[config.mk]
export PLATFORM = sky130hd
export DESIGN_NAME = upgrade_packet_receiver
export DESIGN_NICKNAME = d
export VERILOG_FILES = /design/src/upr_pkg.sv /design/src/upr_front.sv /design/src/upr_back.sv /design/src/upgrade_packet_receiver.sv
export SDC_FILE = /design/constraint.sdc
export NUM_CORES = 1
export LEC_CHECK = 0
export ABC_AREA = 1
export BUFFER_PORTS_ARGS = -buffer_cell sky130_fd_sc_hd__buf_2
export CORE_MARGIN = 2
export CORE_UTILIZATION = 50
export CTS_CLUSTER_DIAMETER = 120
export DETAILED_ROUTE_END_ITERATION = 8
export GPL_ROUTABILITY_DRIVEN = 0
export GPL_TIMING_DRIVEN = 0
export PLACE_DENSITY = 0.7
export SETUP_SLACK_MARGIN = 0.05
export SLEW_MARGIN = 10
export SYNTH_ARGS = -nofsm -noshare
export SYNTH_HDL_FRONTEND = slang
export SYNTH_HIERARCHICAL = 1
export SYNTH_SLANG_ARGS = --single-unit
[constraint.sdc]
create_clock -name clock -period 4.1 [get_ports clock]
set_input_delay 0.41 -clock clock [delete_from_list [all_inputs] [get_ports clock]]
set_output_delay 0.41 -clock clock [all_outputs]
set_load 0.02 [all_outputs]
[src/upr_pkg.sv]
package upr_pkg;

   // packet geometry
   localparam int PACKET_BYTES  = 130;
   localparam int PAYLOAD_BYTES = 128;
   localparam int IMAGE_BYTES   = 16384;

   // field widths
   localparam int LEN_W    = 31;
   localparam int DATA_W   = 8;
   localparam int ADDR_W   = 14;
   localparam int PKT_W    = 16;
   localparam int STATUS_W = 3;
   localparam int BYTE_W   = 8;
   localparam int XOR_W    = 8;
   localparam int REM_W    = 32;
   localparam int BASE_W   = 32;
   localparam int MAXLEN_W = 15;
   localparam int OFF_W    = $clog2(65536 * PAYLOAD_BYTES + IMAGE_BYTES + 1);

   // stream packing
   localparam int REQ_FIELDS_W = LEN_W + DATA_W;
   localparam int REQ_TDATA_W  = ((REQ_FIELDS_W + 7) / 8) * 8;
   localparam int RSP_FIELDS_W = ADDR_W + DATA_W + PKT_W + STATUS_W + 1;
   localparam int RSP_TDATA_W  = ((RSP_FIELDS_W + 7) / 8) * 8;
   localparam int RSP_TUSER_W  = 2;
   localparam int TUSER_WRITE  = 0;
   localparam int TUSER_ACK    = 1;

   // configuration port
   localparam int CSR_INDEX_W = 1;
   localparam int CSR_DATA_W  = 32;
   localparam logic [CSR_INDEX_W-1:0] CSR_IMAGE_BASE_ADDRESS = 1'd0;
   localparam logic [CSR_INDEX_W-1:0] CSR_MAX_IMAGE_LENGTH   = 1'd1;
   localparam logic [MAXLEN_W-1:0]    MAX_IMAGE_LENGTH_RESET = 15'd16384;

   // queue depths
   localparam int CMD_DEPTH = 4;
   localparam int CMD_PTR_W = $clog2(CMD_DEPTH);
   localparam int CMD_CNT_W = $clog2(CMD_DEPTH + 1);
   localparam int OUT_DEPTH = 4;
   localparam int OUT_PTR_W = $clog2(OUT_DEPTH);
   localparam int OUT_CNT_W = $clog2(OUT_DEPTH + 1);

   typedef enum logic {
      CMD_START,
      CMD_BYTE
   } cmd_kind_type;

   typedef enum logic {
      PHASE_IDLE,
      PHASE_RECV
   } phase_type;

   typedef enum logic [STATUS_W-1:0] {
      STATUS_OK,
      STATUS_PACKET_LENGTH,
      STATUS_CHECK,
      STATUS_OVERFLOW,
      STATUS_ADDRESS,
      STATUS_FORMAT,
      STATUS_LENGTH_MISMATCH
   } status_type;

   typedef struct packed {
      cmd_kind_type      kind;
      logic [LEN_W-1:0]  image_length;
      logic [DATA_W-1:0] data_byte;
      logic              gap_after;
   } cmd_type;

   typedef struct packed {
      logic              write_valid;
      logic [ADDR_W-1:0] write_address;
      logic [DATA_W-1:0] write_data;
      logic              ack_valid;
      logic [PKT_W-1:0]  packet_number;
      status_type        status;
      logic              session_done;
      logic              last_of_run;
   } rsp_type;

   // signature "TA01" expected at bytes 4..7 of the first packet
   function automatic logic [DATA_W-1:0] sig_byte(input logic [1:0] idx);
      logic [DATA_W-1:0] value;
      case (idx)
         2'd0: value = 8'h54;
         2'd1: value = 8'h41;
         2'd2: value = 8'h30;
         2'd3: value = 8'h31;
         default: value = 8'h00;
      endcase
      return value;
   endfunction

endpackage

[src/upr_front.sv]
module upr_front (
   input  logic                            clock,
   input  logic                            reset,
   input  logic                            req_tvalid,
   output logic                            req_tready,
   input  logic [upr_pkg::REQ_TDATA_W-1:0] req_tdata,
   input  logic                            req_tuser,
   input  logic                            req_tlast,
   output logic                            cmd_valid,
   output upr_pkg::cmd_type                cmd,
   input  logic                            cmd_pop
);
   import upr_pkg::*;

   cmd_type              mem_ff [CMD_DEPTH];
   logic [CMD_PTR_W-1:0] wr_ptr_ff, wr_ptr_in;
   logic [CMD_PTR_W-1:0] rd_ptr_ff, rd_ptr_in;
   logic [CMD_CNT_W-1:0] count_ff, count_in;
   cmd_type              decoded;
   logic                 push;

   // classify the item and unpack its fields
   always_comb begin
      decoded.kind         = req_tuser ? CMD_BYTE : CMD_START;
      decoded.image_length = req_tdata[LEN_W-1:0];
      decoded.data_byte    = req_tdata[LEN_W +: DATA_W];
      decoded.gap_after    = req_tlast;
   end

   assign req_tready = (count_ff != CMD_CNT_W'(CMD_DEPTH));
   assign push       = req_tvalid && req_tready;
   assign cmd_valid  = (count_ff != '0);
   assign cmd        = mem_ff[rd_ptr_ff];

   always_comb begin
      wr_ptr_in = push ? wr_ptr_ff + CMD_PTR_W'(1) : wr_ptr_ff;
      rd_ptr_in = cmd_pop ? rd_ptr_ff + CMD_PTR_W'(1) : rd_ptr_ff;
      count_in  = count_ff + CMD_CNT_W'(push) - CMD_CNT_W'(cmd_pop);
   end

   always_ff @(posedge clock) begin
      if (reset) begin
         wr_ptr_ff <= '0;
         rd_ptr_ff <= '0;
         count_ff  <= '0;
      end else begin
         wr_ptr_ff <= wr_ptr_in;
         rd_ptr_ff <= rd_ptr_in;
         count_ff  <= count_in;
      end
   end

   always_ff @(posedge clock) begin
      if (push) begin
         mem_ff[wr_ptr_ff] <= decoded;
      end
   end

endmodule

[src/upr_back.sv]
module upr_back (
   input  logic                            clock,
   input  logic                            reset,
   input  logic                            csr_write_enable,
   input  logic [upr_pkg::CSR_INDEX_W-1:0] csr_index,
   input  logic [upr_pkg::CSR_DATA_W-1:0]  csr_write_data,
   input  logic                            cmd_valid,
   input  upr_pkg::cmd_type                cmd,
   output logic                            cmd_pop,
   output logic                            rsp_valid,
   input  logic                            rsp_ready,
   output upr_pkg::rsp_type                rsp
);
   import upr_pkg::*;

   logic [BASE_W-1:0]   base_cfg_ff;
   logic [MAXLEN_W-1:0] max_len_cfg_ff;

   phase_type           phase_ff, phase_in;
   logic [BYTE_W-1:0]   byte_ff, byte_in;
   logic [XOR_W-1:0]    xor_ff, xor_in;
   logic [PKT_W-1:0]    count_ff, count_in;
   logic [REM_W-1:0]    rem_ff, rem_in;
   logic                sig_ff, sig_in;
   logic [BASE_W-1:0]   addr_ff, addr_in;
   logic [LEN_W-1:0]    ann_ff, ann_in;
   logic [OFF_W-1:0]    off_base_ff, off_base_in;

   rsp_type             out_mem_ff [OUT_DEPTH];
   logic [OUT_PTR_W-1:0] out_wr_ff, out_wr_in;
   logic [OUT_PTR_W-1:0] out_rd_ff, out_rd_in;
   logic [OUT_CNT_W-1:0] out_cnt_ff, out_cnt_in;

   rsp_type             wr_res, ack_res, slot0;
   logic                wr_en, ack_en;
   logic [1:0]          n_wr;
   logic                out_pop;

   // room for the two results one item can cause
   assign cmd_pop   = cmd_valid && (out_cnt_ff <= OUT_CNT_W'(OUT_DEPTH - 2));
   assign rsp_valid = (out_cnt_ff != '0);
   assign rsp       = out_mem_ff[out_rd_ff];
   assign out_pop   = rsp_valid && rsp_ready;

   always_ff @(posedge clock) begin
      if (reset) begin
         base_cfg_ff    <= '0;
         max_len_cfg_ff <= MAX_IMAGE_LENGTH_RESET;
      end else if (csr_write_enable) begin
         case (csr_index)
            CSR_IMAGE_BASE_ADDRESS: base_cfg_ff <= csr_write_data[BASE_W-1:0];
            CSR_MAX_IMAGE_LENGTH:   max_len_cfg_ff <= csr_write_data[MAXLEN_W-1:0];
            default: ;
         endcase
      end
   end

   always_comb begin
      logic [BYTE_W-1:0] b;
      logic [BYTE_W:0]   nb;
      logic [XOR_W-1:0]  xor_new;
      logic [OFF_W-1:0]  off;
      logic [PKT_W-1:0]  count_new;
      logic [REM_W-1:0]  rem_dec;
      status_type        st;
      logic              done;

      phase_in    = phase_ff;
      byte_in     = byte_ff;
      xor_in      = xor_ff;
      count_in    = count_ff;
      rem_in      = rem_ff;
      sig_in      = sig_ff;
      addr_in     = addr_ff;
      ann_in      = ann_ff;
      off_base_in = off_base_ff;
      wr_res      = '0;
      ack_res     = '0;
      wr_en       = 1'b0;
      ack_en      = 1'b0;

      b         = byte_ff;
      nb        = {1'b0, b} + (BYTE_W + 1)'(1);
      xor_new   = xor_ff ^ cmd.data_byte;
      off       = off_base_ff + OFF_W'(b);
      count_new = count_ff + PKT_W'(1);
      rem_dec   = rem_ff - REM_W'(PAYLOAD_BYTES);
      st        = STATUS_OK;
      done      = 1'b0;

      if (cmd_pop) begin
         if (cmd.kind == CMD_START) begin
            ann_in      = cmd.image_length;
            rem_in      = REM_W'(cmd.image_length);
            count_in    = '0;
            byte_in     = '0;
            xor_in      = '0;
            sig_in      = 1'b1;
            addr_in     = '0;
            off_base_in = '0;
            phase_in    = PHASE_RECV;
            ack_en      = 1'b1;
         end else if (phase_ff == PHASE_RECV) begin
            xor_in = xor_new;
            if (count_ff == '0) begin
               if (b >= BYTE_W'(4) && b <= BYTE_W'(7) &&
                   cmd.data_byte != sig_byte(b[1:0])) begin
                  sig_in = 1'b0;
               end
               if (b >= BYTE_W'(8) && b <= BYTE_W'(11)) begin
                  addr_in[{b[1:0], 3'b000} +: 8] = cmd.data_byte;
               end
            end
            if (b < BYTE_W'(PAYLOAD_BYTES) && off < OFF_W'(IMAGE_BYTES)) begin
               wr_en                = 1'b1;
               wr_res.write_valid   = 1'b1;
               wr_res.write_address = off[ADDR_W-1:0];
               wr_res.write_data    = cmd.data_byte;
            end
            if (nb < (BYTE_W + 1)'(PACKET_BYTES)) begin
               if (cmd.gap_after) begin
                  // packet cut short
                  ack_en                = 1'b1;
                  ack_res.packet_number = count_new;
                  ack_res.status        = STATUS_PACKET_LENGTH;
                  phase_in              = PHASE_IDLE;
                  byte_in               = '0;
               end else begin
                  byte_in = nb[BYTE_W-1:0];
               end
            end else begin
               byte_in     = '0;
               count_in    = count_new;
               off_base_in = (count_ff == '1) ? '0 : off_base_ff + OFF_W'(PAYLOAD_BYTES);
               if (xor_new != '0) begin
                  st = STATUS_CHECK;
               end else if (count_new == PKT_W'(1) && !sig_in) begin
                  st = STATUS_FORMAT;
               end else if (count_new == PKT_W'(1) && addr_in != base_cfg_ff) begin
                  st = STATUS_ADDRESS;
               end else if (count_new == PKT_W'(1) &&
                            ann_ff > LEN_W'(max_len_cfg_ff)) begin
                  st = STATUS_OVERFLOW;
               end
               xor_in = '0;
               if (st == STATUS_OK) begin
                  rem_in = rem_dec;
                  if (rem_dec == '0) begin
                     done = 1'b1;
                  end else if (rem_dec[REM_W-1]) begin
                     st = STATUS_LENGTH_MISMATCH;
                  end
               end
               if (st != STATUS_OK || done) begin
                  phase_in = PHASE_IDLE;
               end
               ack_en                = 1'b1;
               ack_res.packet_number = count_new;
               ack_res.status        = st;
               ack_res.session_done  = done;
            end
         end
      end

      ack_res.ack_valid   = 1'b1;
      ack_res.last_of_run = 1'b1;
      wr_res.last_of_run  = !ack_en;
      slot0               = wr_en ? wr_res : ack_res;
      n_wr                = {1'b0, wr_en} + {1'b0, ack_en};

      out_wr_in  = out_wr_ff + OUT_PTR_W'(n_wr);
      out_rd_in  = out_pop ? out_rd_ff + OUT_PTR_W'(1) : out_rd_ff;
      out_cnt_in = out_cnt_ff + OUT_CNT_W'(n_wr) - OUT_CNT_W'(out_pop);
   end

   always_ff @(posedge clock) begin
      if (reset) begin
         phase_ff    <= PHASE_IDLE;
         byte_ff     <= '0;
         xor_ff      <= '0;
         count_ff    <= '0;
         rem_ff      <= '0;
         sig_ff      <= 1'b1;
         addr_ff     <= '0;
         ann_ff      <= '0;
         off_base_ff <= '0;
         out_wr_ff   <= '0;
         out_rd_ff   <= '0;
         out_cnt_ff  <= '0;
      end else begin
         phase_ff    <= phase_in;
         byte_ff     <= byte_in;
         xor_ff      <= xor_in;
         count_ff    <= count_in;
         rem_ff      <= rem_in;
         sig_ff      <= sig_in;
         addr_ff     <= addr_in;
         ann_ff      <= ann_in;
         off_base_ff <= off_base_in;
         out_wr_ff   <= out_wr_in;
         out_rd_ff   <= out_rd_in;
         out_cnt_ff  <= out_cnt_in;
      end
   end

   always_ff @(posedge clock) begin
      if (n_wr != 2'd0) begin
         out_mem_ff[out_wr_ff] <= slot0;
      end
      if (n_wr == 2'd2) begin
         out_mem_ff[out_wr_ff + OUT_PTR_W'(1)] <= ack_res;
      end
   end

endmodule

[src/upgrade_packet_receiver.sv]
// Firmware upgrade receiver.
// req channel: one item per start command (tuser 0, image length in tdata) or per
// received packet byte (tuser 1, byte in tdata, tlast set when reception paused).
// rsp channel: image writes (tuser bit 0) and acknowledgements (tuser bit 1);
// tlast marks the last result caused by one request item.
// csr port: write enable, index and data; the user must write it only while the block
// is idle, and the block itself does not enforce this. An accepted item is stored in
// the command queue, and the engine moves its results into the result queue for rsp.
// Throughput: one item per cycle while rsp keeps up; a payload byte that a gap cuts
// short puts out a write and an ack, so the result queue can fill and stall the engine.
// The figure is set by the single-pass per-byte engine and its output queue.
// A four-entry command queue separates intake from the engine, and a four-entry
// result queue separates the engine from rsp; when rsp stalls the engine stops once
// more than two results wait, then the command queue fills and req_tready drops.
// Reset clears both queues, returns the session to idle and loads the register
// reset values; there is no clearing pass, items are taken the cycle after.
module upgrade_packet_receiver (
   input  logic                            clock,
   input  logic                            reset,
   input  logic                            csr_write_enable,
   input  logic [upr_pkg::CSR_INDEX_W-1:0] csr_index,
   input  logic [upr_pkg::CSR_DATA_W-1:0]  csr_write_data,
   input  logic                            req_tvalid,
   output logic                            req_tready,
   // image_length, data_byte, zero fill
   input  logic [upr_pkg::REQ_TDATA_W-1:0] req_tdata,
   // op
   input  logic                            req_tuser,
   input  logic                            req_tlast,
   output logic                            rsp_tvalid,
   input  logic                            rsp_tready,
   // write_address, write_data, packet_number, status, session_done, zero fill
   output logic [upr_pkg::RSP_TDATA_W-1:0] rsp_tdata,
   // write_valid, ack_valid
   output logic [upr_pkg::RSP_TUSER_W-1:0] rsp_tuser,
   output logic                            rsp_tlast
);
   import upr_pkg::*;

   logic    cmd_valid;
   logic    cmd_pop;
   cmd_type cmd;
   rsp_type rsp;

   upr_front u_front (
      .clock      (clock),
      .reset      (reset),
      .req_tvalid (req_tvalid),
      .req_tready (req_tready),
      .req_tdata  (req_tdata),
      .req_tuser  (req_tuser),
      .req_tlast  (req_tlast),
      .cmd_valid  (cmd_valid),
      .cmd        (cmd),
      .cmd_pop    (cmd_pop)
   );

   upr_back u_back (
      .clock            (clock),
      .reset            (reset),
      .csr_write_enable (csr_write_enable),
      .csr_index        (csr_index),
      .csr_write_data   (csr_write_data),
      .cmd_valid        (cmd_valid),
      .cmd              (cmd),
      .cmd_pop          (cmd_pop),
      .rsp_valid        (rsp_tvalid),
      .rsp_ready        (rsp_tready),
      .rsp              (rsp)
   );

   assign rsp_tdata = RSP_TDATA_W'({rsp.session_done, rsp.status, rsp.packet_number,
                                    rsp.write_data, rsp.write_address});
   assign rsp_tuser = {rsp.ack_valid, rsp.write_valid};
   assign rsp_tlast = rsp.last_of_run;

`ifndef SYNTH
   a_reset_empty: assert property (@(posedge clock)
      reset |=> !rsp_tvalid && !cmd_valid)
      else $error("queues not empty after reset");

   a_pop_nonempty: assert property (@(posedge clock) disable iff (reset)
      cmd_pop |-> cmd_valid)
      else $error("engine took from an empty command queue");

   a_ack_last: assert property (@(posedge clock) disable iff (reset)
      rsp_tvalid && rsp_tuser[TUSER_ACK] |-> rsp_tlast && !rsp_tuser[TUSER_WRITE])
      else $error("acknowledgement not marked last or mixed with a write");
`endif

endmodule
; ---- Word-level counts from Yosys, hierarchy flattened
; Memories as Yosys holds them, arrays and structs flattened. A register that Yosys moved wholly into a read port is not among the register bits.
; Index checks and enable logic that the tools add are counted.
; W data, S select, Z words.
[classes]
add_sub_neg = 16
magnitude_cmp = 9
eq_ne = 12
shift = 2
mux = 95
bitwise = 3
reduce_logical = 28
[ops]
columns = operator, n
row1 = $mux W32, 11
row2 = $mux W24, 4
row3 = $mux W23, 4
row4 = $mux W8, 11
row5 = $mux W20, 3
row6 = $mux W16, 3
row7 = $mux W45, 1
row8 = $mux W3, 14
row9 = $mux W19, 2
row10 = $mux W1, 35
row11 = $bwmux W32, 1
row12 = $logic_not A32 Y1, 1
row13 = $ne A32 B32 Y1, 1
row14 = $pmux W8 S4, 1
row15 = $shift A8 B7 Y32 const A, 1
row16 = $shiftx A8 B7 Y32, 1
row17 = $sub A32 B8 Y32 const B, 1
row18 = $gt A31 B15 Y1, 1
row19 = $add A24 B8 Y24, 1
row20 = $add A24 B8 Y24 const B, 1
row21 = $lt A24 B15 Y1 const B, 1
row22 = $add A16 B1 Y16 const B, 1
row23 = $eq A16 B1 Y1 const B, 1
row24 = $eq A16 B16 Y1 const B, 1
row25 = other kinds (35), 63
[word_totals]
register_bits = 214
ramBits = 344
out_inout_bits = 53
mem_count = 2
[memory_table]
columns = memory, depth, word_bits, rd, rd_clocked_by_memory_dff, wr, line_no
row1 = u_back.out_mem_ff, 4, 45, 1, 1, 2, upr_back.sv:29  ; rsp_type out_mem_ff [OUT_DEPTH];
row2 = u_front.mem_ff, 4, 41, 1, 1, 1, upr_front.sv:15  ; cmd_type mem_ff [CMD_DEPTH];

; ---- Depth between registers and ports, before layout
; Gate-level depths: netlist of run 1.
[depth]
word_depth = 34
depth_mapped = 27
mapped_depth_nobuf = 25

; ---- By module
; Netlist of run 1, hierarchy kept.
[by_module_without_submodules]
columns = mod, n_inst, cells_per_inst, area_per_inst_um2
row1 = upr_back, 1, 2698, 19296.0
row2 = upr_front, 1, 457, 6528.8
row3 = upgrade_packet_receiver, 1, 7, 48.8

; ---- Worst setup path before layout of run 1
; No wires, ideal clock.
[synth_path]
path_type = register to register
start = reg with a tool-made name
end = mem u_back/out_mem_ff[3][35] in the netlist's numbering
t_arrival_ns = 3.870
required_time_ns = 3.971
slack_ns = 0.102
path_stages_with_launch = 21
n_path_buf = 4
synth_period_minus_slack_ns = 3.998
path_cell_list = dfxtp_1 -> buf_6 -> buf_4 -> nor2_1 -> o22ai_1 -> inv_1 -> nor2_1 -> o21ai_0 -> nor3_1 -> o2111ai_1 -> nor3_4 -> buf_6 -> inv_1 -> ha_1 -> nor3_1 -> inv_1 -> nand2_1 -> inv_1 -> clkbuf_1 -> nand2_1 -> o21ai_0
[synth_lines]
columns = element, line_no
row1 = to (decl), upr_back.sv:29

==> flow_summary.json, run 1 <==
{
  "slowest_delay_ps": 410,
  "end_kind": "flip-flop",
  "min_path_type": "in2reg",
  "synth_compound_area_share_pct": 13.8,
  "worst_slack_ps": 199,
  "finalPower_w": 0.0207,
  "p_leak_nw": 11.7,
  "multi_input_area_um2": 10900,
  "status": "complete, no violations",
  "synth-simple-area-share_pct": 22.8,
  "drtAntennaViolNets": 0,
  "instances_no_fill": 4143,
  "worst-r2r-setup-slack_ps": 200,
  "timing.final.crit_share_pct": 95.2,
  "die_y_um": 231,
  "synth_area_leaders": "edfxtp_1, dfxtp_1, nand2_1",
  "syn_inst": 3162,
  "overflow": 0,
  "drt-total-wl_mm": 76.5,
  "cap_viol_max_count": 0,
  "dpl.hpwl_mm": 54.6,
  "setup_viol": 0,
  "drive_gt1_share_pct": 11.7,
  "yosys.cell_count.top_type": "nand2_1",
  "fmax_ghz": 0.256,
  "first_iter_violations": 2388,
  "areaGrowthSynthToFinish_pct": 16.9,
  "ys.flop_type": "dfxtp_1",
  "clk_latency_ps": 650,
  "finalMaxSlewViolations": 0,
  "hold_start": "csr_write_data[3]",
  "fin_worst_skew_ps": 34.4,
  "die_w_um": 231,
  "netlist_area_um2": 25900,
  "place_ws_ps": -1950,
  "seq_area_frac_synth_pct": 52.4,
  "yosys.area.top_type": "edfxtp_1",
  "worstMarginPinSlew_ps": 941,
  "slew_headroom_pct": 37.3,
  "synth_fa_ha_area_share_pct": 2.23,
  "netlist.area_leader.share_pct": 28.3,
  "fill_cells": 4446,
  "root_buffer": "clkbuf_16",
  "first_pass_iters": 9,
  "via_per_inst": 5.59,
  "crit_required_ps": 4460,
  "grt_pass1_vias": 22080,
  "ir_drop_uv": 426,
  "finalHoldViolations": 0,
  "path_max_fanout": 10,
  "drc": 0,
  "fin_nets": 3539,
  "cts.reportedPaths.clkPinSlew_ps": 60,
  "die_area_um2": 53600,
  "start_kind": "flip-flop",
  "fin_crit_ps": 3900,
  "tritoncts": "built",
  "antenna_found_initial": 1,
  "async_flop_share_pct": 0,
  "ioPinCount": 133,
  "ys_ff_latch": 555,
  "slowest_stage": "o22ai_2",
  "core_area_um2": 51200,
  "yosys-top-cells-count": "nand2_1, nor2_1, o21ai_0",
  "rows": 83,
  "path_class": "reg2reg",
  "arrival_ps": 4270,
  "synth_xor_xnor_area_share_pct": 1.73,
  "clock_sinks": 555,
  "start_util_pct": 50.5,
  "path_cells": "inv_2, buf_2, o21ai_0, o22ai_2, inv_1, nor2_1, nand3_1, nand2_1, nand3_1, nand2_1, nand2_1, nor2_1, nand2_1, nor2_1, nand3_1, nand2_1, inv_2, nand2_2, nor2_1, o21ai_2, nor2_1",
  "ys_types": 50,
  "cts_buffers": 57,
  "worst-path-buf-inv": 4,
  "grt_max_degree": 25,
  "ff_latch_area_um2": 13600,
  "wl_per_cell_um": 18.5,
  "synth_top_family_by_area": "simple AND/OR/NAND/NOR gates",
  "crit_family": "simple AND/OR/NAND/NOR gates",
  "clockBufferDepth": 3,
  "syn_avg_cell_area_um2": 8.18,
  "rsz0062_at_grt": "no",
  "grt_pass1_wl_mm": 119,
  "place_inst": 3976,
  "cts-htree-levels": 2,
  "synthMuxAreaShare_pct": 0.193,
  "p_per_area_nw_per_um2": 684,
  "synth_edf_count": 244,
  "grt_util_all_layers_pct": 28.1,
  "port_buffers": 125,
  "vias": 23152,
  "yosys_warnings": 6
}
==> flip-flops by register name (all words and copies together), names as in the netlist, 3 cells and up, named ones only <==
| register | count |
|---|---|
| u_back/ann_ff | 31 |
| u_back/out_cnt_ff | 3 |
| u_back/xor_ff | 8 |
| u_back/off_base_ff | 17 |
| u_back/count_ff | 16 |
| u_front/mem_ff | 164 |
| u_back/max_len_cfg_ff | 15 |
| u_back/rem_ff | 32 |
| u_front/count_ff | 3 |
| u_back/byte_ff | 8 |
| u_back/addr_ff | 32 |
| u_back/out_mem_ff | 180 |
| u_back/base_cfg_ff | 32 |
==> worst register-to-register path, stage by stage, from the launching register on <==
cell     delay, ps
dfxtp_2        370
inv_2          110
buf_2          230
o21ai_0        140
o22ai_2        410
inv_1          130
nor2_1         220
nand3_1        150
nand2_1        140
nand3_1         80
nand2_1        110
nand2_1         60
nor2_1         150
nand2_1         70
nor2_1         240
nand3_1        180
nand2_1        130
inv_2           50
nand2_2         90
nor2_1         100
o21ai_2        370
nor2_1          80
==> through the flow <==
stage,hold WS [ps],cell area (µm²),TNS (ps),util [%]
2_1_floorplan,412,25900,0,-
4_1_cts,10.6,30000,0,58.7
3_5_place_dp,436,27500,-414980,53.7
6_report,41.6,30300,0,59.1
3_3_place_gp,426,27400,-441890,53.5
5_1_grt,31.7,30300,0,59.1
==> timing repair <==
item,in CTS,in global routing
endpoints found under the hold margin,166,0
pin swaps,5,8
hold buffers,43,0
cloned,2,0
buffers inserted,3,11
gates resized for setup,51,36
endpoints found under the setup margin,290,187
==> cell type report <==
type / instances / area share (%)
Antenna cell: 1 / 0.00827
Buffer: 153 / 2.64
Clock buffer: 78 / 5.21
Clock inverter: 29 / 1.05
Inverter: 265 / 3.30
Multi-Input combinational cell: 2196 / 36.0
Sequential cell: 555 / 44.8
Tap cell: 680 / 2.81
Timing Repair Buffer: 186 / 4.13
==> layer usage <==
layer / GRT usage [%] / vias to the layer above / wire, µm
met4: 12.0 / 2 / 3030
met1: 36.1 / 10883 / 31300
met3: 3.73 / 184 / 5530
met2: 47.7 / 1024 / 36600
met5: 0 / - / 11
li1: - / 11059 / -
==> cells by family (layout without fill, tap and decap cells) <==
| kind of cell | Yosys count | in the layout |
|---|---|---|
| compound gates | 668 | 668 |
| other cells | 2 | 8 |
| simple gates | 1418 | 1420 |
| fa+ha+maj | 45 | 45 |
| xor+xnor | 51 | 51 |
| buf+inv | 418 | 711 |
| mux | 5 | 5 |
| flops | 555 | 555 |
==> worst paths after layout <==
path	depth (start not counted)	to
worst max-delay path	21	u_back/out_mem_ff[2][4]
worst min-delay path	3	u_back/base_cfg_ff[3]
worst max register to register	21	u_back/out_mem_ff[2][4]
worst min register to register	2	u_back/out_mem_ff[2][42]
==> report_power, final <==
group	internal (W)	switching (W)	total [W]
Combinational	0.00256	0.00592	0.00848
Sequential	0.00662	0.000409	0.00702
Clock	0.00296	0.00223	0.00519
Total	0.0121	0.00856	0.0207
==> placed cells by master, fill, tap and decap left out, types with 94 or more instances in the layout <==
cell type	n
edfxtp_1	244
nand2_1	618
buf_2	149
nor2_1	514
o21ai_0	322
dfxtp_1	305
a21oi_1	158
nand3_1	140
inv_1	246
clkbuf_1	94
(Power assumes the default switching activity.)
==> run 2, diff against run 1 <==
--- a/config.mk
+++ b/config.mk
@@ -6,7 +6,7 @@
 export NUM_CORES = 1
 export LEC_CHECK = 0
 export ABC_AREA = 1
-export BUFFER_PORTS_ARGS = -buffer_cell sky130_fd_sc_hd__buf_2
+export BUFFER_PORTS_ARGS = -buffer_cell sky130_fd_sc_hd__clkbuf_2
 export CORE_MARGIN = 2
 export CORE_UTILIZATION = 50
 export CTS_CLUSTER_DIAMETER = 120
==> run 2 against run 1 <==
Compared with the run above: register-to-register slack barely moved; flip-flop and latch count unchanged; final area rose by 1.1%; clock-buffer cell count up 3; critical endpoint is now u_back/out_mem_ff[3][9]; total power grew 2.9%; global-route usage increased by 0.37 points; combinational power grew 1%; wire length grew 1.4%; critical path type unchanged; die area is the same; fmax grew 0.15%; largest power group unchanged; first-iteration DRC count up 0.13%.
==> flow_summary.json, run 2 (synthesized netlist as in run 1, its figures left out) <==
{
  "status": "complete, no violations",
  "hold_start": "csr_write_data[25]",
  "areaGrowthSynthToFinish_pct": 18.2,
  "arrival_ps": 4270,
  "grt_pass1_wl_mm": 121,
  "first_pass_iters": 8,
  "ir_drop_uv": 441,
  "instances_no_fill": 4157,
  "drt-total-wl_mm": 77.5,
  "root_buffer": "clkbuf_16",
  "via_per_inst": 5.62,
  "multi_input_area_um2": 10900,
  "fin_crit_ps": 3900,
  "dpl.hpwl_mm": 54.4,
  "p_per_area_nw_per_um2": 697,
  "rsz0062_at_grt": "no",
  "fmax_ghz": 0.257,
  "setup_viol": 0,
  "first_iter_violations": 2391,
  "rows": 83,
  "wl_per_cell_um": 18.6,
  "min_to": "u_back/base_cfg_ff[25]",
  "start_kind": "flip-flop",
  "die_w_um": 231,
  "min_path_type": "in2reg",
  "tns_ps": 0,
  "fin_nets": 3548,
  "cts-htree-levels": 2,
  "layout_common_cells": "nand2_1, nor2_1, o21ai_0, dfxtp_1",
  "drc": 0,
  "path_class": "reg2reg",
  "final_common_cell": "nand2_1",
  "drtAntennaViolNets": 0,
  "slew_headroom_pct": 33.3,
  "core_area_um2": 51200,
  "clock_sinks": 555,
  "ff_latch_area_um2": 13600,
  "finalPower_w": 0.0213,
  "p_leak_nw": 11.8,
  "fill_cells": 4415,
  "die_y_um": 231,
  "port_buffers": 125,
  "clockBufferDepth": 3,
  "crit_required_ps": 4480,
  "cts_buffers": 59,
  "grt_pass1_vias": 22266,
  "reg_top3": "u_back/out_mem_ff x180, u_front/mem_ff x164",
  "final_util_pct": 59.7,
  "timing.final.crit_share_pct": 95.0,
  "largest_register_ffs": 180,
  "end_kind": "flip-flop",
  "finalHoldViolations": 0,
  "start_util_pct": 50.5,
  "place_inst": 3976,
  "vias": 23382,
  "finalMaxSlewViolations": 0,
  "tritoncts": "built",
  "worst-r2r-setup-slack_ps": 200,
  "worstMarginPinSlew_ps": 1000,
  "hold_slack_ps": 32.6,
  "clk_latency_ps": 660,
  "ioPinCount": 133,
  "drive_gt1_share_pct": 12.2,
  "grt_util_all_layers_pct": 28.5,
  "r2r_cells": 20,
  "antenna_found_initial": 3,
  "fin_worst_skew_ps": 43.5,
  "overflow": 0,
  "path_max_fanout": 12,
  "regMostFlops": "u_back/out_mem_ff",
  "rr_endpoint": "u_back/out_mem_ff[3][9]",
  "cts.reportedPaths.clkPinSlew_ps": 60,
  "hold_path_depth": 3,
  "r2r_start": "u_back/byte_ff[0]",
  "grt_max_degree": 24,
  "die_area_um2": 53600,
  "cap_viol_max_count": 0
}
## run 2: critical path, stage by stage (launching register included)
cell and delay [ps]:
dfxtp_2 370, clkbuf_4 220, clkinvlp_4 160, ha_1 360, buf_2 210, nor3_1 230
nand4_1 130, a21boi_2 220, nand2_1 110, nand2_1 70, inv_1 70, a21oi_4 200
inv_1 100, ha_1 200, inv_1 160, nor3_2 110, inv_2 130, nand2_8 130
o21ai_4 170, buf_4 230, nor2_1 50
## run 2: layer usage
metal | global-route usage, % | wire, µm | share of wire, % | vias up
met4 | 11.9 | 3260 | 4.2 | 2
met3 | 4.72 | 6040 | 7.8 | 176
li1 | - | - | - | 11093
met1 | 36.6 | 31400 | 41 | 11089
met5 | 0 | 15 | 0.019 | -
met2 | 47.7 | 36800 | 47 | 1022
## run 2: worst max-delay path by stage
| stage | startpoint | end | slack (ps) | depth (start not counted) |
|---|---|---|---|---|
| 3_3_place_gp | flip-flop | u_back/out_mem_ff[0][37] | -1920 | 19 |
| 6_report | u_back/byte_ff[0] | u_back/out_mem_ff[3][9] | 200 | 20 |
| 5_1_grt | u_back/byte_ff[0] | u_back/out_mem_ff[3][14] | 30 | 20 |
| 2_1_floorplan | flip-flop | u_back/out_mem_ff[3][35] | 100 | 20 |
| 4_1_cts | u_back/byte_ff[7] | u_back/out_mem_ff[3][30] | 50 | 19 |
| 3_5_place_dp | flip-flop | u_back/out_mem_ff[0][34] | -1960 | 19 |
## run 2: metrics by stage
stage | worst slack (ps) | instance area [µm²]
6_report | 205 | 30600
5_1_grt | 26.3 | 30600
4_1_cts | 53.6 | 30300
3_5_place_dp | -1960 | 27500
3_3_place_gp | -1920 | 27400
2_1_floorplan | 102 | 25900
## run 2: report_power, final
| part | internal [W] | switching, W | leakage (nW) | total [W] |
|---|---|---|---|---|
| logic | 0.00263 | 0.00596 | 6.10 | 0.00859 |
| clock network | 0.00340 | 0.00229 | 1.01 | 0.00569 |
| registers | 0.00661 | 0.000408 | 4.73 | 0.00702 |
| total | 0.0126 | 0.00865 | 11.8 | 0.0213 |
## run 2: layout make-up
cell class,instances,share of cell area [%]
sequential,555,44.3
multi-input combinational,2198,35.8
clock buffer,81,5.39
timing repair buffer,191,4.17
inverter,265,3.27
tap,680,2.78
buffer,153,2.68
clock inverter,31,1.54
antenna,3,0.0246
## run 2: timing repair
item / in CTS / in global routing
gates cloned: 4 / 2
hold buffers: 42 / 0
setup endpoints to repair: 290 / 202
buffers inserted: 2 / 16
gates resized for setup: 52 / 51
pin swaps: 6 / 8
endpoints found under the hold margin: 165 / 0
